===== src/design/gfpc_pkg.sv =====
// Package: shared constants, codes and item types of the GIF frame pixel compositor.
`timescale 1ns / 1ps

package gfpc_pkg;

  localparam int PALETTE_ENTRIES = 256;
  localparam int PAL_AW          = (PALETTE_ENTRIES > 1) ? $clog2(PALETTE_ENTRIES) : 1;

  localparam int CFG_IDX_W  = 3;
  localparam int CFG_DATA_W = 16;

  // input item modes
  localparam logic [1:0] MODE_LOAD    = 2'd0;
  localparam logic [1:0] MODE_PIXEL   = 2'd1;
  localparam logic [1:0] MODE_RESTART = 2'd2;

  // key modes
  localparam logic [1:0] KEY_NONE = 2'd0;
  localparam logic [1:0] KEY_BG   = 2'd1;
  localparam logic [1:0] KEY_SKIP = 2'd2;

  // configuration register indexes
  localparam logic [CFG_IDX_W-1:0] CFG_FRAME_LEFT       = 3'd0;
  localparam logic [CFG_IDX_W-1:0] CFG_FRAME_TOP        = 3'd1;
  localparam logic [CFG_IDX_W-1:0] CFG_FRAME_WIDTH      = 3'd2;
  localparam logic [CFG_IDX_W-1:0] CFG_FRAME_HEIGHT     = 3'd3;
  localparam logic [CFG_IDX_W-1:0] CFG_INTERLACED       = 3'd4;
  localparam logic [CFG_IDX_W-1:0] CFG_KEY_MODE         = 3'd5;
  localparam logic [CFG_IDX_W-1:0] CFG_KEY_INDEX        = 3'd6;
  localparam logic [CFG_IDX_W-1:0] CFG_BACKGROUND_INDEX = 3'd7;

  localparam logic [7:0] ALPHA_OPAQUE = 8'hFF;

  typedef struct packed {
    logic [1:0]  mode;
    logic [7:0]  entry_address;
    logic [23:0] entry_color;
    logic [7:0]  pixel_code;
  } in_item_t;

  typedef struct packed {
    logic [15:0] canvas_x;
    logic [15:0] canvas_y;
    logic [31:0] pixel_word;
    logic        frame_done;
  } out_item_t;

  // frame geometry seen by the position tracker
  typedef struct packed {
    logic [15:0] frame_left;
    logic [15:0] frame_top;
    logic [15:0] frame_width;
    logic [15:0] frame_height;
    logic        interlaced;
  } geom_t;

  // position of the current code
  typedef struct packed {
    logic [15:0] x;
    logic [15:0] y;
    logic        done;
  } pos_t;

endpackage


===== src/design/gfpc_position.sv =====
// Position tracker: column, row and interlace pass counters of the frame rectangle.
`timescale 1ns / 1ps

module gfpc_position (
  input  logic            clk,
  input  logic            rst_n,
  input  gfpc_pkg::geom_t geom,
  input  logic            advance,
  input  logic            restart,
  output gfpc_pkg::pos_t  pos
);

  logic [15:0] col_r, col_nxt;
  logic [15:0] rows_r, rows_nxt;
  logic [15:0] row_r, row_nxt;
  logic [1:0]  pass_r, pass_nxt;

  logic [16:0] w17, h17, col_p1, rows_p1;
  logic        col_end, row_end;
  logic [16:0] il_row;
  logic [1:0]  il_pass;

  function automatic logic [3:0] pass_step(input logic [1:0] p);
    case (p)
      2'd0:    pass_step = 4'd8;
      2'd1:    pass_step = 4'd8;
      2'd2:    pass_step = 4'd4;
      default: pass_step = 4'd2;
    endcase
  endfunction

  function automatic logic [2:0] pass_start(input logic [1:0] p);
    case (p)
      2'd0:    pass_start = 3'd0;
      2'd1:    pass_start = 3'd4;
      2'd2:    pass_start = 3'd2;
      default: pass_start = 3'd1;
    endcase
  endfunction

  assign w17     = {1'b0, (geom.frame_width == 16'd0) ? 16'd1 : geom.frame_width};
  assign h17     = {1'b0, (geom.frame_height == 16'd0) ? 16'd1 : geom.frame_height};
  assign col_p1  = {1'b0, col_r} + 17'd1;
  assign rows_p1 = {1'b0, rows_r} + 17'd1;
  assign col_end = col_p1 >= w17;
  assign row_end = rows_p1 >= h17;

  // interlaced row step; past the height, fall through to later passes
  always_comb begin
    il_row  = {1'b0, row_r} + {13'd0, pass_step(pass_r)};
    il_pass = pass_r;
    for (int i = 0; i < 3; i++) begin
      if (il_row >= h17 && il_pass != 2'd3) begin
        il_pass = il_pass + 2'd1;
        il_row  = {14'd0, pass_start(il_pass)};
      end
    end
  end

  always_comb begin
    col_nxt  = col_r;
    rows_nxt = rows_r;
    row_nxt  = row_r;
    pass_nxt = pass_r;
    if (restart) begin
      col_nxt  = '0;
      rows_nxt = '0;
      row_nxt  = '0;
      pass_nxt = '0;
    end else if (advance) begin
      if (!col_end) begin
        col_nxt = col_p1[15:0];
      end else if (row_end) begin
        col_nxt  = '0;
        rows_nxt = '0;
        row_nxt  = '0;
        pass_nxt = '0;
      end else begin
        col_nxt  = '0;
        rows_nxt = rows_p1[15:0];
        if (geom.interlaced) begin
          row_nxt  = il_row[15:0];
          pass_nxt = il_pass;
        end else begin
          row_nxt = row_r + 16'd1;
        end
      end
    end
  end

  always_ff @(posedge clk) begin
    if (!rst_n) begin
      col_r  <= '0;
      rows_r <= '0;
      row_r  <= '0;
      pass_r <= '0;
    end else begin
      col_r  <= col_nxt;
      rows_r <= rows_nxt;
      row_r  <= row_nxt;
      pass_r <= pass_nxt;
    end
  end

  assign pos.x    = geom.frame_left + col_r;
  assign pos.y    = geom.frame_top + row_r;
  assign pos.done = col_end && row_end;

endmodule

===== config.mk =====
export PLATFORM = sky130hd
export DESIGN_NAME = gfpc_position
export DESIGN_NICKNAME = d
export VERILOG_FILES = /design/src/design/gfpc_pkg.sv /design/src/design/gfpc_position.sv
export SDC_FILE = /design/constraint.sdc
export NUM_CORES = 1
export LEC_CHECK = 0
export BUFFER_PORTS_ARGS = -buffer_cell sky130_fd_sc_hd__buf_2
export CAP_MARGIN = 20
export CORE_MARGIN = 8
export CORE_UTILIZATION = 54
export CTS_CLUSTER_SIZE = 28
export DETAILED_ROUTE_END_ITERATION = 12
export PLACE_DENSITY = 0.75
export SLEW_MARGIN = 10
export SYNTH_ARGS = -nofsm -noshare
export SYNTH_HDL_FRONTEND = slang
export SYNTH_SLANG_ARGS = --single-unit

===== constraint.sdc =====
create_clock -name clk -period 8 [get_ports clk]
set_input_delay 1.2 -clock clk [delete_from_list [all_inputs] [get_ports clk]]
set_output_delay 1.2 -clock clk [all_outputs]
set_load 0.005 [all_outputs]

== Word-level counts from Yosys, hierarchy flattened ==
Cells that the tools add are included.
Word-level totals
  register bits after elaboration: 50
  input port bits: 69
  output and inout bits: 33
  logic and storage cells: 63
Cells by class
  add/sub/neg operators: 9
  order comparisons: 5
  equality and inequality tests: 11
  multiplexer cells: 18
  bitwise gates (word level): 1
  reductions and logical operators: 15
Operator list (count)
  $mux 16: 7
  $ge 17x16->1: 5
  $add 16x1->17 const B: 2
  $mux 17: 2
  $add 16x16->16: 2
  $logic_not 16->1: 2
  $pmux 3 s3: 3
  $add 16x4->17: 1
  $add 16x1->16 const B: 1
  $mux 2: 5
  $eq 2x1->1 const B: 4
  $eq 2x2->1 const B: 4
  $logic_not 2->1: 4
  $pmux 4 s2: 1
  $add 2x1->2 const B: 3
  $ne 2x2->1 const B: 3
  $logic_and 1x1->1: 4
  $reduce_or 2->1: 2
  $reduce_and 3->1: 1
  $reduce_and 2->1: 1
  $reduce_bool 2->1: 1
  $not 1->1: 1

== Logic depth before layout (Yosys ltp) ==
  depth in word-level cells: 16
  gate-level depth with buffers: 36
  mapped depth without buffers: 33

== Worst setup path before layout ==
OpenSTA, ideal clock, no wires.
  path kind: reg2reg
  start: register pass_r[0]
  end: register row_r[12]
  setup time: 0.078 ns
  arrival time: 7.556 ns
  required time: 7.922 ns
  path slack: 0.366 ns
  cell stages (with the launch flop): 37
  buffers on the path: 3
  clock period less this slack: 7.634 ns
  cells stage by stage: dfxtp_1 -> inv_1 -> ha_1 -> or2_2 -> ha_1 -> nand3_1 -> a21oi_2 -> nand2_1 -> nor2_1 -> xnor2_1 -> inv_1 -> ha_1 -> nand4b_1 -> nor3_1 -> nor4b_2 -> a221o_1 -> buf_6 -> clkbuf_1 -> nor2_1 -> ha_1 -> and3_1 -> nand3_1 -> o21ai_0 -> o21ai_0 -> a221oi_2 -> nand2b_1 -> buf_2 -> nor2_1 -> ha_1 -> and3_1 -> a211oi_1 -> a211oi_1 -> o311ai_0 -> a31oi_2 -> nor4b_2 -> a211oi_1 -> nor3_1
Between the ends
  cells in the longest elaborated chain, start to end: 16
  elaborated cells between the ends (all ways): 32
  those cells by class: 3 x add/sub; 3 x order compare; 9 x eq/ne; 10 x mux; 7 x reduce/logical
RTL lines
  start, declared: line gfpc_position.sv:16  | logic [1:0] pass_r, pass_nxt;
  start signal, assigned: line gfpc_position.sv:101  | pass_r <= pass_nxt;
  parallel branches: the longest is 13 deep, another holds $add 16x4->17
  $mux 16 (*): line gfpc_position.sv:53  | if (il_row >= h17 && il_pass != 2'd3) begin
  $mux 16 (*): line gfpc_position.sv:81  | if (geom.interlaced) begin
  $mux 16 (*): line gfpc_position.sv:73  | end else if (row_end) begin
  end signal, assigned: line gfpc_position.sv:100  | row_r <= row_nxt;
  end, declared: line gfpc_position.sv:15  | logic [15:0] row_r, row_nxt;
Mark *: on every way between the ends.
A chain may end at the register's enable or synchronous reset.

== Final worst setup path ==
Same ends and word-level chain as after synthesis.

==> key figures <==
GRT
  • Vias in the first global route: about 6600
  • Overall Global Routing Usage: 22.82%
  • GR Overflow Total: 0
  • Largest net degree at the start of global routing: 26
  • Antenna violations before repair: 0
  • First-pass GRT wire length: around 31 mm

Placement
  • Post-DP HPWL: 15.61 mm
  • Routability Congestion: 0.9961
  • Placement Setup Slack: -152.7 ps
  • IO buf count: 101

Clocking
  • Cts hold-fix bufs: 0
  • Skew-Pair Late Insertion Delay: ~300 ps
  • Clock root cell: clkbuf_16
  • H-tree levels: 2
  • CTS tree: built
  • Deepest clock path buffer count: 2
  • Number of clock sinks: 50
  • Num CTS Buffers: 5
  • Clock transition at path regs: 70 ps

Timing
  • Setup violations, final: 0
  • Max-slew headroom: 36.96%
  • Fmax: 129.9 MHz
  • Worst-Margin Slew: about 940 ps
  • Hold WS: 474.6 ps
  • Final min period: 7697 ps
  • Post-route clock period utilization: 96.21%
  • Clk_skew: between 7 and 8 ps
  • Max Slew Vio Count: 0
  • Final Hold Fails: 0
  • Setup ws final: 303.1 ps

Worst setup path
  • Crit-path slowest cell: dfxtp_1
  • Cell mode on critical path: ha_1
  • Reg2reg path depth: 34
  • Worst Path Required: 8210 ps
  • Largest stage delay, worst path: roughly 430 ps
  • CP endpoint kind: register
  • Reg2reg end: row_r[12]
  • CP Class: register to register
  • Arrival time worst endpoint: 7910 ps
  • Worst r2r src: pass_r[0]
  • FF-to-FF setup slack: between 300 and 400 ps
  • Crit-path max FO: 13
  • Critical path launch point type: register

Floorplanning
  • Initial Utilization: 55.40%
  • Overall die height: 129.8 um
  • Die Footprint: 0.01684 mm^2
  • IO Pins: approximately 100
  • Core area: about 0.013 mm^2
  • Die width: 129.8 um
  • Site Rows: 41

Drt
  • Final ANT Viol Nets: 0
  • WL per Instance: 16.23 um
  • Routed Wire Length: 19.32 mm
  • DR vias: ~7000
  • DR iter-0 viols: 405
  • Via density: between 5 and 6
  • Pre-antenna DRT Iters: 5
  • DRC violation count after routing: 0

Synthesis
  • Most used DFF post-synth: dfxtp_1
  • Async SR Flop Fraction: 0%
  • Syn Area/Cell: 7.700 um^2
  • Number of synthesized flops with an enable pin: 0
  • Sequential share of the synthesized area: between 10% and 20%
  • Synth warnings: 0
  • Count of cell types in the netlist: 74
  • Post-synth net total: 1112
  • Post-Syn Instances: 908
  • Synth Register Bits: 50
  • Cell area after synthesis: ~0.0070 mm^2

Hold path
  • Min-Delay Path Class: register to register
  • Hold path cells: 2
  • Worst hold start: rows_r[15]
  • Endpoint, Worst Hold: rows_r[15]

Run status
  • Status: finished clean

Finish
  • Commonest non-fill, non-tap cell in the layout: ha_1
  • Share of cells above drive strength 1: about 17%
  • Core Util, Final: 63.62%
  • Antenna diodes: 0
  • NumNets Final: 1221
  • Layout area overhead: 14.84%
  • Most frequent cells in the layout: 132 x ha_1, 101 x buf_2, 83 x nor2_1, 83 x inv_1, 61 x nand2_1

Power and ir drop
  • Max IR drop VDD: 0.07603 mV
  • PwrDens: 73.47 mW/mm^2
  • Power Total: 0.5899 mW
  • P_leak: 3.959 nW

Run
  • Max-cap viol count: 0
[Yosys cell counts, drive strengths merged (18+ instances only)]
library cell	count	area [um^2]
inv	84	315.3
nand2	61	229.0
a21o	18	135.1
xor2	26	227.7
a21oi	59	299.0
ha	132	1652
nor3	25	136.4
o21ai	42	210.2
nand3	44	220.2
xnor2	52	463.0
dfxtp	50	1001
nor2	84	315.3
[metrics by stage]
stage               cells  cell area (um^2)  TNS (ps)
floorplan             908              6992         0
global placement     1177              7750         0
detailed placement   1177              7750     -1090
CTS                  1185              7911         0
global route         1190              8029     -1441
finish               1190              8029         0
[final cells by class]
| class | instances | area, um^2 |
|---|---|---|
| multi-input cells | 749 | 5644 |
| fillers | 1148 | 4591 |
| flip-flops and latches | 50 | 1002 |
| repair buffers | 127 | 700.7 |
| inverters | 84 | 315.3 |
| well taps | 172 | 215.2 |
| clock buffers | 6 | 138.9 |
| clock inverters | 2 | 12.51 |
[where the power goes]
part	switching, mW	internal (mW)	total (mW)
Clock	0.101	0.124	0.225
Sequential	0.000653	0.249	0.250
Combinational	0.0662	0.0492	0.115
Total	0.168	0.422	0.590
[worst max-delay path: cells and delay by family, from the launching register on]
family / cells / cell delay, ps
xor gates and xnor gates: 1 / 400
buffers and inverters: 5 / 820
DFF: 1 / 430
and+or+nand+nor: 8 / 1290
muxes: 1 / 400
AOI/OAI and AO/OA: 14 / 2790
adders and majority gates: 5 / 1450
[cell families after synthesis]
kind of cell	Yosys count	synth area share, %
flip-flops	50	14.32
AND/OR/NAND/NOR	313	22.71
XOR/XNOR	78	9.878
buffers and inverters	109	6.228
AO/OA/AOI/OAI	214	21.03
adder cells (fa/ha/maj)	135	24.48
multiplexers	9	1.360
[worst max path at each step]
stage | endpoint | from | slack (ps) | cells after the start
floorplan | row_r[12] | pass_r[0] | 370 | 36
global placement | row_r[13] | pass_r[0] | 30 | 33
detailed placement | row_r[9] | pass_r[0] | -150 | 33
CTS | row_r[3] | pass_r[0] | 40 | 33
global route | row_r[12] | pass_r[0] | -180 | 35
finish | row_r[12] | pass_r[0] | 300 | 34
[timing repair]
| action | in CTS | in global routing |
|---|---|---|
| cloned | 0 | 0 |
| setup endpoints to repair | 15 | 18 |
| endpoints found under the hold margin | 0 | 0 |
| buffers inserted | 0 | 5 |
| resized for setup | 3 | 17 |
| pin swaps | 0 | 4 |
[metal layers]
metal,wire (um),global-route usage [%],up-vias
met1,9117,30.80,3164
met3,1323,3.550,32
met5,0,0,-
met4,361,7.104,0
li1,-,-,3520
met2,8516,36.51,247
[sequential cells by signal, indices dropped and copies added (netlist names)]
signal and count:
pass_r 2, rows_r 16, row_r 16, col_r 16
Note: power is estimated with default switching activity, not from simulation.
